===== config.mk =====
export PLATFORM = sky130hd
export DESIGN_NAME = dual_stepper_ramped_move_core
export DESIGN_NICKNAME = d
export VERILOG_FILES = /design/src/design/dsrm_pkg.sv /design/src/design/dsrm_div.sv /design/src/design/dual_stepper_ramped_move_core.sv
export SDC_FILE = /design/constraint.sdc
export NUM_CORES = 2
export LEC_CHECK = 0
export BUFFER_PORTS_ARGS = -buffer_cell sky130_fd_sc_hd__clkbuf_2
export CORE_MARGIN = 3
export CORE_UTILIZATION = 60
export CTS_CLUSTER_SIZE = 14
export DETAILED_ROUTE_END_ITERATION = 6
export PLACE_DENSITY = 0.78
export SETUP_SLACK_MARGIN = 0.2
export SLEW_MARGIN = 20
export SYNTH_ARGS = -nofsm -noshare
export SYNTH_HDL_FRONTEND = slang
export SYNTH_SLANG_ARGS = --single-unit

===== constraint.sdc =====
create_clock -name clk -period 14.8 [get_ports clk]
set_input_delay 2.96 -clock clk [delete_from_list [all_inputs] [get_ports clk]]
set_output_delay 2.96 -clock clk [all_outputs]
set_load 0.1 [all_outputs]

===== src/design/dsrm_pkg.sv =====
`default_nettype none

package dsrm_pkg;

  // shared divider widths
  localparam int DIV_NW = 26;                     // dividend and quotient
  localparam int DIV_DW = 17;                     // divisor and remainder
  localparam int DIV_CW = $clog2(DIV_NW + 1);     // iteration count

  // configuration port
  localparam int CFG_IW = 2;
  localparam int CFG_DW = 16;

  localparam logic [CFG_IW-1:0] REG_MAX_SPEED  = 2'd0;
  localparam logic [CFG_IW-1:0] REG_MINUTE_REV = 2'd1;
  localparam logic [CFG_IW-1:0] REG_HOUR_REV   = 2'd2;

  localparam logic [9:0]  MAX_SPEED_RST  = 10'd15;
  localparam logic [15:0] MINUTE_REV_RST = 16'd16000;
  localparam logic [15:0] HOUR_REV_RST   = 16'd12000;

  // default build options
  localparam int HOUR_DIVIDER_DEF = 12;
  localparam int RAMP_DIVISOR_DEF = 15;

  // pulse gap
  localparam logic [9:0] GAP_NUM = 10'd1000;
  localparam logic [9:0] GAP_MIN = 10'd10;

  typedef struct packed {
    logic              start;
    logic [DIV_NW-1:0] dividend;
    logic [DIV_DW-1:0] divisor;
    logic [DIV_CW-1:0] nbits;
  } div_req_t;

  typedef struct packed {
    logic              done;
    logic [DIV_NW-1:0] quot;
    logic [DIV_DW-1:0] rem;
  } div_rsp_t;

endpackage

`default_nettype wire


===== src/design/dsrm_div.sv =====
`default_nettype none

module dsrm_div (
  input  logic               clk,
  input  logic               rst_n,
  input  dsrm_pkg::div_req_t req,
  output dsrm_pkg::div_rsp_t rsp
);
  import dsrm_pkg::*;

  logic [DIV_NW-1:0] quot_r, quot_nxt;
  logic [DIV_DW-1:0] rem_r, rem_nxt;
  logic [DIV_DW-1:0] dvs_r, dvs_nxt;
  logic [DIV_CW-1:0] cnt_r, cnt_nxt;
  logic              done_r, done_nxt;
  logic [DIV_DW:0]   trial;
  logic [DIV_DW:0]   diff;
  logic              ge;

  // restoring division, one quotient bit a cycle
  always_comb begin
    trial    = {rem_r, quot_r[DIV_NW-1]};
    diff     = trial - {1'b0, dvs_r};
    ge       = (trial >= {1'b0, dvs_r});
    quot_nxt = quot_r;
    rem_nxt  = rem_r;
    dvs_nxt  = dvs_r;
    cnt_nxt  = cnt_r;
    done_nxt = 1'b0;
    if (req.start) begin
      // left-align the dividend so only nbits iterations are needed
      quot_nxt = req.dividend << (DIV_CW'(DIV_NW) - req.nbits);
      rem_nxt  = '0;
      dvs_nxt  = req.divisor;
      cnt_nxt  = req.nbits;
    end else if (cnt_r != '0) begin
      rem_nxt  = ge ? diff[DIV_DW-1:0] : trial[DIV_DW-1:0];
      quot_nxt = {quot_r[DIV_NW-2:0], ge};
      cnt_nxt  = cnt_r - 1'b1;
      done_nxt = (cnt_r == DIV_CW'(1));
    end
  end

  always_ff @(posedge clk) begin
    if (!rst_n) begin
      cnt_r  <= '0;
      done_r <= 1'b0;
    end else begin
      cnt_r  <= cnt_nxt;
      done_r <= done_nxt;
    end
  end

  always_ff @(posedge clk) begin
    quot_r <= quot_nxt;
    rem_r  <= rem_nxt;
    dvs_r  <= dvs_nxt;
  end

  assign rsp.done = done_r;
  assign rsp.quot = quot_r;
  assign rsp.rem  = rem_r;

endmodule

`default_nettype wire


===== src/design/dual_stepper_ramped_move_core.sv =====
`default_nettype none

// path from input transfer to out_valid: an idle tick goes straight to the output stage, a start
// runs the ramp division (16 bits), and a tick during a move runs its divisions on the shared divider:
// speed 26 bits (ramps only), gap 10 bits, 17 bits per pulsing motor, then the result is registered
// throughput: one item at a time, in_ready returns on the edge that registers the result
// the single restoring divider (one quotient bit a cycle) serves every division in turn
// reset (synchronous, rst_n low): idle, no move, positions 0, registers at defaults
module dual_stepper_ramped_move_core #(
  parameter int HOUR_DIVIDER = dsrm_pkg::HOUR_DIVIDER_DEF,
  parameter int RAMP_DIVISOR = dsrm_pkg::RAMP_DIVISOR_DEF
) (
  input  logic                        clk,
  input  logic                        rst_n,
  // configuration writes
  input  logic                        cfg_we,
  input  logic [dsrm_pkg::CFG_IW-1:0] cfg_index,
  input  logic [dsrm_pkg::CFG_DW-1:0] cfg_data,
  // command channel
  input  logic                        in_valid,
  output logic                        in_ready,
  input  logic                        in_cmd,
  input  logic [15:0]                 in_minute_steps,
  input  logic [15:0]                 in_hour_steps,
  input  logic                        in_clockwise,
  // result channel
  output logic                        out_valid,
  input  logic                        out_ready,
  output logic                        out_pulse_minute,
  output logic                        out_pulse_hour,
  output logic [9:0]                  out_step_speed,
  output logic [9:0]                  out_gap_us,
  output logic [15:0]                 out_minute_position,
  output logic [15:0]                 out_hour_position,
  output logic                        out_move_done,
  output logic                        out_busy_res
);
  import dsrm_pkg::*;

  localparam int RES_W = (HOUR_DIVIDER > 1) ? $clog2(HOUR_DIVIDER) : 1;

  // sequencer states
  localparam logic [2:0] S_IDLE = 3'd0;
  localparam logic [2:0] S_MUL  = 3'd1;
  localparam logic [2:0] S_KICK = 3'd2;
  localparam logic [2:0] S_WAIT = 3'd3;
  localparam logic [2:0] S_OUT  = 3'd4;

  // divider jobs
  localparam logic [2:0] OP_RAMP  = 3'd0;
  localparam logic [2:0] OP_SPEED = 3'd1;
  localparam logic [2:0] OP_GAP   = 3'd2;
  localparam logic [2:0] OP_MPOS  = 3'd3;
  localparam logic [2:0] OP_HPOS  = 3'd4;

  // iterations per job
  localparam logic [DIV_CW-1:0] N_RAMP  = DIV_CW'(16);
  localparam logic [DIV_CW-1:0] N_SPEED = DIV_CW'(DIV_NW);
  localparam logic [DIV_CW-1:0] N_GAP   = DIV_CW'(10);
  localparam logic [DIV_CW-1:0] N_POS   = DIV_CW'(DIV_DW);

  // configuration registers
  logic [9:0]  max_speed_r;
  logic [15:0] minute_rev_r;
  logic [15:0] hour_rev_r;

  // sequencer
  logic [2:0] state_r;
  logic [2:0] op_r;

  // move state
  logic             active_r;
  logic [15:0]      step_r;
  logic [15:0]      total_r;
  logic [15:0]      ramp_r;
  logic [15:0]      mgoal_r;
  logic [15:0]      hgoal_r;
  logic [15:0]      mdone_r;
  logic [15:0]      hdone_r;
  logic [RES_W-1:0] mres_r;      // minute count modulo the hour divider
  logic             cw_r;
  logic [15:0]      mpos_r;
  logic [15:0]      hpos_r;

  // result being built
  logic              pm_r;
  logic              ph_r;
  logic [9:0]        speed_r;
  logic [9:0]        gap_r;
  logic              fin_r;
  logic              busy_r;
  logic              up_r;
  logic [DIV_NW-1:0] prod_r;

  // output register
  logic        out_valid_r;
  logic        out_pm_r;
  logic        out_ph_r;
  logic [9:0]  out_speed_r;
  logic [9:0]  out_gap_r;
  logic [15:0] out_mpos_r;
  logic [15:0] out_hpos_r;
  logic        out_fin_r;
  logic        out_busy_r;

  div_req_t div_req;
  div_rsp_t div_rsp;

  // helpers
  logic              in_xfer;
  logic              out_free;
  logic [15:0]       in_total;
  logic [9:0]        top;
  logic [9:0]        top_m1;
  logic [16:0]       sum_sr;
  logic [16:0]       down_d;
  logic              in_up;
  logic              in_down;
  logic [15:0]       mul_a;
  logic [DIV_NW-1:0] prod;
  logic              pm;
  logic              ph;
  logic [RES_W-1:0]  mres_inc;
  logic [RES_W-1:0]  mres_new;
  logic [15:0]       step_inc;
  logic              fin;
  logic [DIV_DW-1:0] mrev;
  logic [DIV_DW-1:0] hrev;
  logic [DIV_DW-1:0] mpos_arg;
  logic [DIV_DW-1:0] hpos_arg;
  logic [9:0]        q10;

  assign in_ready = (state_r == S_IDLE);
  assign in_xfer  = in_valid && in_ready;
  assign out_free = !out_valid_r || out_ready;

  assign in_total = (in_minute_steps > in_hour_steps) ? in_minute_steps : in_hour_steps;

  // zero peak speed behaves as one
  assign top    = (max_speed_r == '0) ? 10'd1 : max_speed_r;
  assign top_m1 = top - 10'd1;

  // ramp region of the current step
  assign sum_sr  = {1'b0, step_r} + {1'b0, ramp_r};
  assign in_up   = (step_r < ramp_r);
  assign in_down = (sum_sr > {1'b0, total_r});
  assign down_d  = sum_sr - {1'b0, total_r};
  assign mul_a   = in_up ? step_r : down_d[15:0];
  assign prod    = {10'b0, mul_a} * {16'b0, top_m1};

  // pulse decisions, hour follows the minute count after this step
  assign pm       = (mdone_r < mgoal_r);
  assign mres_inc = (mres_r == RES_W'(HOUR_DIVIDER - 1)) ? '0 : mres_r + 1'b1;
  assign mres_new = pm ? mres_inc : mres_r;
  assign ph       = (hdone_r < hgoal_r) && (mres_new == '0);
  assign step_inc = step_r + 16'd1;
  assign fin      = (step_inc >= total_r);

  // a zero revolution length is a plain 16-bit wrap
  assign mrev     = (minute_rev_r == '0) ? 17'h10000 : {1'b0, minute_rev_r};
  assign hrev     = (hour_rev_r == '0) ? 17'h10000 : {1'b0, hour_rev_r};
  assign mpos_arg = cw_r ? {1'b0, mpos_r} + 17'd1 : {1'b0, mpos_r} + mrev - 17'd1;
  assign hpos_arg = cw_r ? {1'b0, hpos_r} + 17'd1 : {1'b0, hpos_r} + hrev - 17'd1;

  assign q10 = div_rsp.quot[9:0];

  // operand select for the shared divider
  always_comb begin
    div_req.start    = (state_r == S_KICK);
    div_req.dividend = DIV_NW'(total_r);
    div_req.divisor  = DIV_DW'(RAMP_DIVISOR);
    div_req.nbits    = N_RAMP;
    case (op_r)
      OP_SPEED: begin
        div_req.dividend = prod_r;
        div_req.divisor  = {1'b0, ramp_r};
        div_req.nbits    = N_SPEED;
      end
      OP_GAP: begin
        div_req.dividend = DIV_NW'(GAP_NUM);
        div_req.divisor  = DIV_DW'(speed_r);
        div_req.nbits    = N_GAP;
      end
      OP_MPOS: begin
        div_req.dividend = DIV_NW'(mpos_arg);
        div_req.divisor  = mrev;
        div_req.nbits    = N_POS;
      end
      OP_HPOS: begin
        div_req.dividend = DIV_NW'(hpos_arg);
        div_req.divisor  = hrev;
        div_req.nbits    = N_POS;
      end
      default: ;
    endcase
  end

  dsrm_div u_div (
    .clk  (clk),
    .rst_n(rst_n),
    .req  (div_req),
    .rsp  (div_rsp)
  );

  // sequencer, move state and configuration
  always_ff @(posedge clk) begin
    if (!rst_n) begin
      max_speed_r  <= MAX_SPEED_RST;
      minute_rev_r <= MINUTE_REV_RST;
      hour_rev_r   <= HOUR_REV_RST;
      state_r      <= S_IDLE;
      op_r         <= OP_RAMP;
      active_r     <= 1'b0;
      step_r       <= '0;
      total_r      <= '0;
      ramp_r       <= '0;
      mgoal_r      <= '0;
      hgoal_r      <= '0;
      mdone_r      <= '0;
      hdone_r      <= '0;
      mres_r       <= '0;
      cw_r         <= 1'b0;
      mpos_r       <= '0;
      hpos_r       <= '0;
      out_valid_r  <= 1'b0;
    end else begin
      if (cfg_we) begin
        unique case (cfg_index)
          REG_MAX_SPEED:  max_speed_r  <= cfg_data[9:0];
          REG_MINUTE_REV: minute_rev_r <= cfg_data;
          REG_HOUR_REV:   hour_rev_r   <= cfg_data;
          default: ;
        endcase
      end

      if (state_r == S_OUT && out_free) begin
        out_valid_r <= 1'b1;
      end else if (out_ready) begin
        out_valid_r <= 1'b0;
      end

      unique case (state_r)
        S_IDLE: begin
          if (in_xfer) begin
            if (!in_cmd) begin
              // start aborts any running move, positions are kept
              mgoal_r  <= in_minute_steps;
              hgoal_r  <= in_hour_steps;
              cw_r     <= in_clockwise;
              total_r  <= in_total;
              step_r   <= '0;
              mdone_r  <= '0;
              hdone_r  <= '0;
              mres_r   <= '0;
              active_r <= (in_total != '0);
              op_r     <= OP_RAMP;
              state_r  <= S_KICK;
            end else if (active_r) begin
              state_r <= S_MUL;
            end else begin
              state_r <= S_OUT;
            end
          end
        end
        S_MUL: begin
          // commit the step counters, product for the ramp goes to prod_r
          step_r <= step_inc;
          mres_r <= mres_new;
          if (pm) mdone_r <= mdone_r + 16'd1;
          if (ph) hdone_r <= hdone_r + 16'd1;
          if (fin) active_r <= 1'b0;
          op_r    <= (in_up || in_down) ? OP_SPEED : OP_GAP;
          state_r <= S_KICK;
        end
        S_KICK: begin
          state_r <= S_WAIT;
        end
        S_WAIT: begin
          if (div_rsp.done) begin
            case (op_r)
              OP_RAMP: begin
                ramp_r  <= div_rsp.quot[15:0];
                state_r <= S_OUT;
              end
              OP_SPEED: begin
                op_r    <= OP_GAP;
                state_r <= S_KICK;
              end
              OP_GAP: begin
                if (pm_r) begin
                  op_r    <= OP_MPOS;
                  state_r <= S_KICK;
                end else if (ph_r) begin
                  op_r    <= OP_HPOS;
                  state_r <= S_KICK;
                end else begin
                  state_r <= S_OUT;
                end
              end
              OP_MPOS: begin
                mpos_r <= div_rsp.rem[15:0];
                if (ph_r) begin
                  op_r    <= OP_HPOS;
                  state_r <= S_KICK;
                end else begin
                  state_r <= S_OUT;
                end
              end
              OP_HPOS: begin
                hpos_r  <= div_rsp.rem[15:0];
                state_r <= S_OUT;
              end
              default: state_r <= S_OUT;
            endcase
          end
        end
        S_OUT: begin
          // wait for the output register to free up
          if (out_free) state_r <= S_IDLE;
        end
        default: state_r <= S_IDLE;
      endcase
    end
  end

  // result fields and output payload
  always_ff @(posedge clk) begin
    unique case (state_r)
      S_IDLE: begin
        if (in_xfer) begin
          // start and idle tick report a resting step
          pm_r    <= 1'b0;
          ph_r    <= 1'b0;
          speed_r <= 10'd1;
          gap_r   <= GAP_NUM;
          fin_r   <= 1'b0;
          busy_r  <= !in_cmd && (in_total != '0);
        end
      end
      S_MUL: begin
        pm_r    <= pm;
        ph_r    <= ph;
        fin_r   <= fin;
        busy_r  <= !fin;
        up_r    <= in_up;
        prod_r  <= prod;
        speed_r <= top;     // plateau value, ramps overwrite it
      end
      S_WAIT: begin
        if (div_rsp.done) begin
          if (op_r == OP_SPEED) begin
            speed_r <= up_r ? q10 + 10'd1 : top - q10;
          end
          if (op_r == OP_GAP) begin
            gap_r <= (q10 < GAP_MIN) ? GAP_MIN : q10;
          end
        end
      end
      default: ;
    endcase

    if (state_r == S_OUT && out_free) begin
      out_pm_r    <= pm_r;
      out_ph_r    <= ph_r;
      out_speed_r <= speed_r;
      out_gap_r   <= gap_r;
      out_mpos_r  <= mpos_r;
      out_hpos_r  <= hpos_r;
      out_fin_r   <= fin_r;
      out_busy_r  <= busy_r;
    end
  end

  assign out_valid           = out_valid_r;
  assign out_pulse_minute    = out_pm_r;
  assign out_pulse_hour      = out_ph_r;
  assign out_step_speed      = out_speed_r;
  assign out_gap_us          = out_gap_r;
  assign out_minute_position = out_mpos_r;
  assign out_hour_position   = out_hpos_r;
  assign out_move_done       = out_fin_r;
  assign out_busy_res        = out_busy_r;

  // the final step of a move never reports the move as still running
  a_done_not_busy: assert property (@(posedge clk) disable iff (!rst_n)
    out_valid_r && out_fin_r |-> !out_busy_r)
    else $error("move_done with busy_res set");

  // a result outside any move carries no pulses
  a_idle_no_pulse: assert property (@(posedge clk) disable iff (!rst_n)
    out_valid_r && !out_busy_r && !out_fin_r |-> !out_pm_r && !out_ph_r)
    else $error("pulse outside a move");

  // gap floor holds on every result
  a_gap_floor: assert property (@(posedge clk) disable iff (!rst_n)
    out_valid_r |-> out_gap_r >= GAP_MIN)
    else $error("gap below floor");

  // divider results only arrive while the sequencer waits for them
  a_div_in_wait: assert property (@(posedge clk) disable iff (!rst_n)
    div_rsp.done |-> state_r == S_WAIT)
    else $error("divider finished outside wait");

  // one item at a time: an input transfer is followed by a busy cycle
  a_one_at_a_time: assert property (@(posedge clk) disable iff (!rst_n)
    in_xfer |=> !in_ready)
    else $error("second transfer right after the first");

endmodule

`default_nettype wire

After elaboration in Yosys (flattened, before gate mapping)
Cells that the tools add are included.
{ "word_totals": {"word_cells": 196, "register_bits": 372, "out_inout_bits": 58} }
{ "op_classes": {"reduce_logical": 40, "mul": 1, "n_mux": 64, "n_bitwise": 3, "n_lt_le_gt_ge": 8, "n_eq_ne": 22, "shift": 1, "add_sub_neg": 18} }
{ "op_table": {"columns": ["op", "count"], "rows": [
  ["48-bit one-hot mux with 4 select lines", 1],
  ["16-bit two-way mux", 6],
  ["16-bit one-hot mux with 2 select lines", 3],
  ["10-bit two-way mux", 9],
  ["17-bit two-way mux", 5],
  ["26-bit two-way mux", 2],
  ["16-bit by 1-bit adder with 16-bit output (second input constant)", 3],
  ["16-bit less-than comparator", 3],
  ["3-bit two-way mux", 12],
  ["16-bit by 1-bit adder with 17-bit output (second input constant)", 2],
  ["16-bit by 17-bit adder with 17-bit output", 2],
  ["17-bit by 1-bit subtractor with 17-bit output (second input constant)", 2],
  ["16-bit logical NOT", 2],
  ["10-bit one-hot mux with 3 select lines", 1],
  ["3-bit one-hot mux with 3 select lines", 3],
  ["16-bit by 10-bit multiplier with 26-bit output", 1],
  ["26-bit by 5-bit << shifter with 26-bit output", 1],
  ["10-bit one-hot mux with 2 select lines", 1],
  ["4-bit AND reduction", 5],
  ["18-bit by 17-bit greater-or-equal comparator with 1-bit output", 1],
  ["3-bit AND reduction", 6],
  ["16-bit by 16-bit adder with 17-bit output", 1],
  ["17-bit by 16-bit > comparator with 1-bit output", 1],
  ["17-bit subtractor", 1],
  ["other kinds (42)", 83]
]} }

Longest topological paths before layout
{ "depth": {"depth_word": 9, "ltp_mapped": 38, "depth_no_buf": 38} }

By module
A second synthesis with hierarchy kept.
{ "unflattened": {"cells_unflattened": 3492, "hier_area_um2": 29771.1} }
{ "by_module_without_submodules": {"columns": ["mod", "n_inst", "area_per_inst_um2", "cells_per_inst"], "rows": [
  ["dual_stepper_ramped_move_core", 1, 24999.0, 2977],
  ["dsrm_div", 1, 4772.1, 515]
]} }

Least setup slack after synthesis
OpenSTA, ideal clock, no wires.
{ "synth_path": {"path_kind": "input port to flip-flop", "from": "input out_ready", "to": "register out_busy_r, in the netlist out_busy_res, enable pin", "n_path_buf": 0, "slack_ps": 5864, "arrival_time_ps": 8328, "path_stages": 2, "setup_time_ps": 608, "path_cell_list": "nor2b_1 -> nor4_1"} }
{ "synth_between": {"elab_chain_len": 2} }
{ "synth_rtl": {"columns": ["item", "line_no", "source"], "rows": [
  ["start: declaration", "dual_stepper_ramped_move_core.sv:28", "input logic out_ready,"],
  ["1-bit logical OR", "dual_stepper_ramped_move_core.sv:135", "assign out_free = !out_valid_r || out_ready;"],
  ["1-bit logical AND", "dual_stepper_ramped_move_core.sv:362", "if (state_r == S_OUT && out_free) begin"],
  ["end signal: assignment", "dual_stepper_ramped_move_core.sv:370", "out_busy_r <= busy_r;"],
  ["end: declaration", "dual_stepper_ramped_move_core.sv:104", "logic out_busy_r;"]
]} }
No other way between the ends.
A chain may end at the register's enable or synchronous reset.

Worst setup path after layout
{ "layout_path": {"from": "register step_r[0]", "to": "register prod_r[25] (data pin)"} }
{ "layout_between": {"elab_chain_len": 4, "elab_cells_between_ends": 5, "classes_between": "add/sub: 2; mul: 1; order compare: 1; mux: 1"} }
{ "layout_rtl": {"columns": ["item", "line_no", "source"], "rows": [
  ["start: declaration", "dual_stepper_ramped_move_core.sv:73", "logic [15:0] step_r;"],
  ["start signal: assignment", "dual_stepper_ramped_move_core.sv:267", "step_r <= step_inc;"],
  ["16-bit by 16-bit adder with 17-bit output", "dual_stepper_ramped_move_core.sv:144", "assign sum_sr = {1'b0, step_r} + {1'b0, ramp_r};"],
  ["16-bit subtractor", "dual_stepper_ramped_move_core.sv:147", "assign down_d = sum_sr - {1'b0, total_r};"],
  ["16-bit two-way mux (*)", "dual_stepper_ramped_move_core.sv:148", "assign mul_a = in_up ? step_r : down_d[15:0];"],
  ["16-bit by 10-bit multiplier with 26-bit output (*)", "dual_stepper_ramped_move_core.sv:149", "assign prod = {10'b0, mul_a} * {16'b0, top_m1};"],
  ["net prod[25]", "dual_stepper_ramped_move_core.sv:120", "logic [DIV_NW-1:0] prod;"],
  ["end signal: assignment", "dual_stepper_ramped_move_core.sv:346", "prod_r <= prod;"],
  ["end: declaration", "dual_stepper_ramped_move_core.sv:93", "logic [DIV_NW-1:0] prod_r;"]
]} }
Mark *: on every way through the listed nets, which the timed path passes. The rest lies on a longest branch.

==> results.py <==
metrics = {
    "run_status": {
        "status": "finished, final reports clean",
    },
    "grt": {
        "globalRoute.totalOverflow": 0,
        "grt_pass1_vias": 25367,
        "grt_util_all_layers_pct": 34.83,
        "grt_first_pass_wirelength_um": 145400,
        "antenna_violations_before_repair": 1,
        "maximum_number_of_pins_on_one_net_before_global_route_repair": 97,
    },
    "final_layout": {
        "share_of_layout_cells_above_drive_strength_1_pct": 8.143,
        "most-common-layout-cells": "sky130_fd_sc_hd__nand2_1, sky130_fd_sc_hd__inv_1, sky130_fd_sc_hd__nor2_1, sky130_fd_sc_hd__ha_1, sky130_fd_sc_hd__a21oi_1",
        "nNetsFinal": 4098,
        "layout.cell_area.non_filler_um2": 32620,
        "final.fill_count": 4189,
        "syn_to_final_growth_pct": 8.439,
        "final_common_cell": "sky130_fd_sc_hd__nand2_1",
        "post-route-util_pct": 66.23,
        "antenna-diode-count": 0,
    },
    "synthesis": {
        "post_synth_num_cell_types": 91,
        "main_flop_type_after_synthesis": "sky130_fd_sc_hd__dfxtp_1",
        "syn-mean-instance-area_um2": 8.333,
        "ys_ff_latch": 372,
        "synthArstFlopShare_pct": 0,
        "yosysSeqAreaShare_pct": 29.75,
        "synth.cell_area_um2": 30080,
        "synth.net_count": 4056,
        "number_of_warnings_reported_in_the_yosys_synthesis_log": 0,
        "synth_edf_count": 150,
        "synth_cells": 3610,
    },
    "floorplanning": {
        "total_i_o_pin_count": 115,
        "core_area_um2": 49250,
        "floorplan_row_count": 81,
        "die_h_um": 229.9,
        "starting_utilization_of_the_core_area_pct": 61.07,
        "die_w_um": 229.9,
        "die_area_um2": 52860,
    },
    "critical_path": {
        "cp.required_ns": 15.12,
        "setup.worst_path.start_class": "register",
        "crit_type": "register to register",
        "critical-path-top-delay-family": "adder cells",
        "cpPeakStageDelay_ns": 0.54,
        "critPathBufInv": 4,
        "slowest_stage_cell_on_the_critical_path": "sky130_fd_sc_hd__fa_1",
        "endpoint_kind": "register",
        "crit_path_dat_ns": 9.57,
        "timing.critical_path.fanout_max": 10,
        "worst_path_most_repeated_cell": "sky130_fd_sc_hd__fa_1",
    },
    "timing": {
        "setup-violations-final": 0,
        "final-hold-violation-count": 0,
        "maxSlewHeadroom_pct": 26.22,
        "fmax_mhz": 108.1,
        "setup_slack_ns": 5.551,
        "rsz_0062_raised_after_global_routing": "false",
        "final_min_period_over_clock_period_pct": 62.50,
        "setup-tns-final_ns": 0,
        "worst-slew-pin-transition_ns": 1.076,
        "fin_crit_ns": 9.249,
        "slew_violations": 0,
        "skew_ns": 0.01681,
    },
    "job": {
        "timing.max_cap.violations": 0,
    },
    "drt": {
        "routed_vias": 27047,
        "final_wl_um": 93660,
        "detailedRoute.firstIterationViolations": 2550,
        "drc": 0,
        "avgRoutedWirePerCell_um": 21.54,
        "route.detailed.vias_per_inst": 6.221,
        "first_pass_iters": 6,
        "postRouteAntennaNets": 0,
    },
    "clocking": {
        "postCtsResizedCells": 0,
        "holdBufCountCts": 0,
        "cts-buffers-inserted": 41,
        "postCtsSetupBuffers": 0,
        "clock_insertion_delay_worst_skew_ns": 0.58,
        "clock_tree.buffer_depth": 3,
        "clock_edge_transition_at_the_registers_on_the_reported_setup_and_hold_paths_ns": 0.06,
        "h-tree-depth": 2,
        "cts_tree": "yes",
        "numClockSinks": 372,
        "clock-root-buffer": "sky130_fd_sc_hd__clkbuf_16",
    },
    "placement": {
        "placed_cell_area_um2": 31220,
        "io_buffers": 114,
        "detailedPlacementHpwl_um": 71690,
        "place_worst_setup_slack_ns": 5.584,
        "place_congestion": 1.020,
    },
    "power_and_ir_drop": {
        "total_leakage_power_nw": 13.71,
        "vdd_ir_drop_max_mv": 0.2794,
        "p_total_mw": 7.007,
        "cellPowerDensity_nw_per_um2": 214.8,
    },
    "min_path": {
        "hold_path_class": "register to register",
    },
}
-- per-layer routing --
layer  part of all wire, %  global-route usage, %
met1                    40                  46.49
met2                    45                  54.98
met3                   8.9                  5.785
met4                   5.7                  17.38
met5                 0.017                      0
-- stage by stage --
stage,hold slack [ns],std cells
finish,0.4156,4348
global route,0.4196,4348
floorplan,0.4003,3610
global placement,0.4051,4273
CTS,0.4082,4348
detailed placement,0.4052,4273
-- flip-flops by register name, indices dropped and copies added, names as in the netlist, 16 cells and up --
register             flops
u_div.dvs_r             17
hour_rev_r              16
u_div.quot_r            26
hpos_r                  16
ramp_r                  16
hdone_r                 16
hgoal_r                 16
minute_rev_r            16
step_r                  16
u_div.rem_r             17
prod_r                  26
out_minute_position     16
total_r                 16
out_hour_position       16
mgoal_r                 16
mdone_r                 16
mpos_r                  16
-- final timing paths --
check                        to  slack [ns]  depth (start not counted)  startpoint
setup / recovery     prod_r[25]        5.55                         36   step_r[0]
hold / removal    out_gap_us[8]        0.42                          0    gap_r[8]
hold reg to reg   out_gap_us[8]        0.42                          0    gap_r[8]
setup reg to reg     prod_r[25]        5.55                         36   step_r[0]
-- Yosys cell counts (all sizes together), types with 19 or more instances --
| library cell | instances | area [um2] |
|---|---|---|
| nand2 | 433 | 1633 |
| edfxtp | 150 | 4504 |
| inv | 392 | 1471 |
| a21oi | 228 | 1141 |
| xor2 | 47 | 411.6 |
| dfxtp | 222 | 4444 |
| buf | 26 | 133.9 |
| nor2b | 49 | 306.5 |
| a21o | 44 | 330.3 |
| nand4 | 36 | 225.2 |
| or3 | 29 | 181.4 |
| or2 | 34 | 212.7 |
| and3 | 26 | 162.7 |
| o21a | 26 | 195.2 |
| a22oi | 29 | 217.7 |
| fa | 116 | 2322 |
| a31oi | 19 | 118.9 |
| xnor2 | 89 | 779.5 |
| nand3 | 80 | 400.4 |
| nand2b | 60 | 375.4 |
| nor4 | 35 | 219.0 |
| a21boi | 116 | 870.8 |
| clkbuf | 132 | 496.7 |
| o21ai | 194 | 989.7 |
| mux2i | 44 | 440.4 |
| ha | 273 | 3416 |
| o211ai | 45 | 337.8 |
| a211oi | 26 | 217.7 |
| nor3 | 53 | 265.3 |
| nor2 | 315 | 1182 |
-- worst reg2reg max path: cells and delay by family, from the launching register on --
kind	cells	cell delay, ns
AO/OA/AOI/OAI	12	2.86
buffers and inverters	4	0.33
AND/OR/NAND/NOR	7	1.19
adder cells (fa/ha/maj)	9	3.70
multiplexers	1	0.09
flip-flops	1	0.47
XOR/XNOR	3	0.36
-- logic make-up after synthesis --
logic type / share of synthesized area (%)
compound gates: 19.27
xor+xnor: 3.960
flops: 29.75
simple gates: 19.02
mux: 1.913
fa+ha+maj: 19.07
buf+inv: 7.013
-- layout make-up --
class / instances / area (um2) / share of cell area (%)
inverters: 394 / 1479 / 4.534
well taps: 664 / 830.8 / 2.547
clock buffers: 51 / 1094 / 3.352
clock inverters: 24 / 305.3 / 0.9359
multi-input cells: 2686 / 19070 / 58.45
repair buffers: 157 / 895.9 / 2.746
flip-flops and latches: 372 / 8949 / 27.43
-- where the power goes --
part | switching [mW] | leakage, nW | internal (mW)
combinational | 2.67 | 9.81 | 1.65
clock | 0.447 | 0.685 | 0.634
sequential | 0.197 | 3.22 | 1.40
Power figures use the tool's default switching activity.
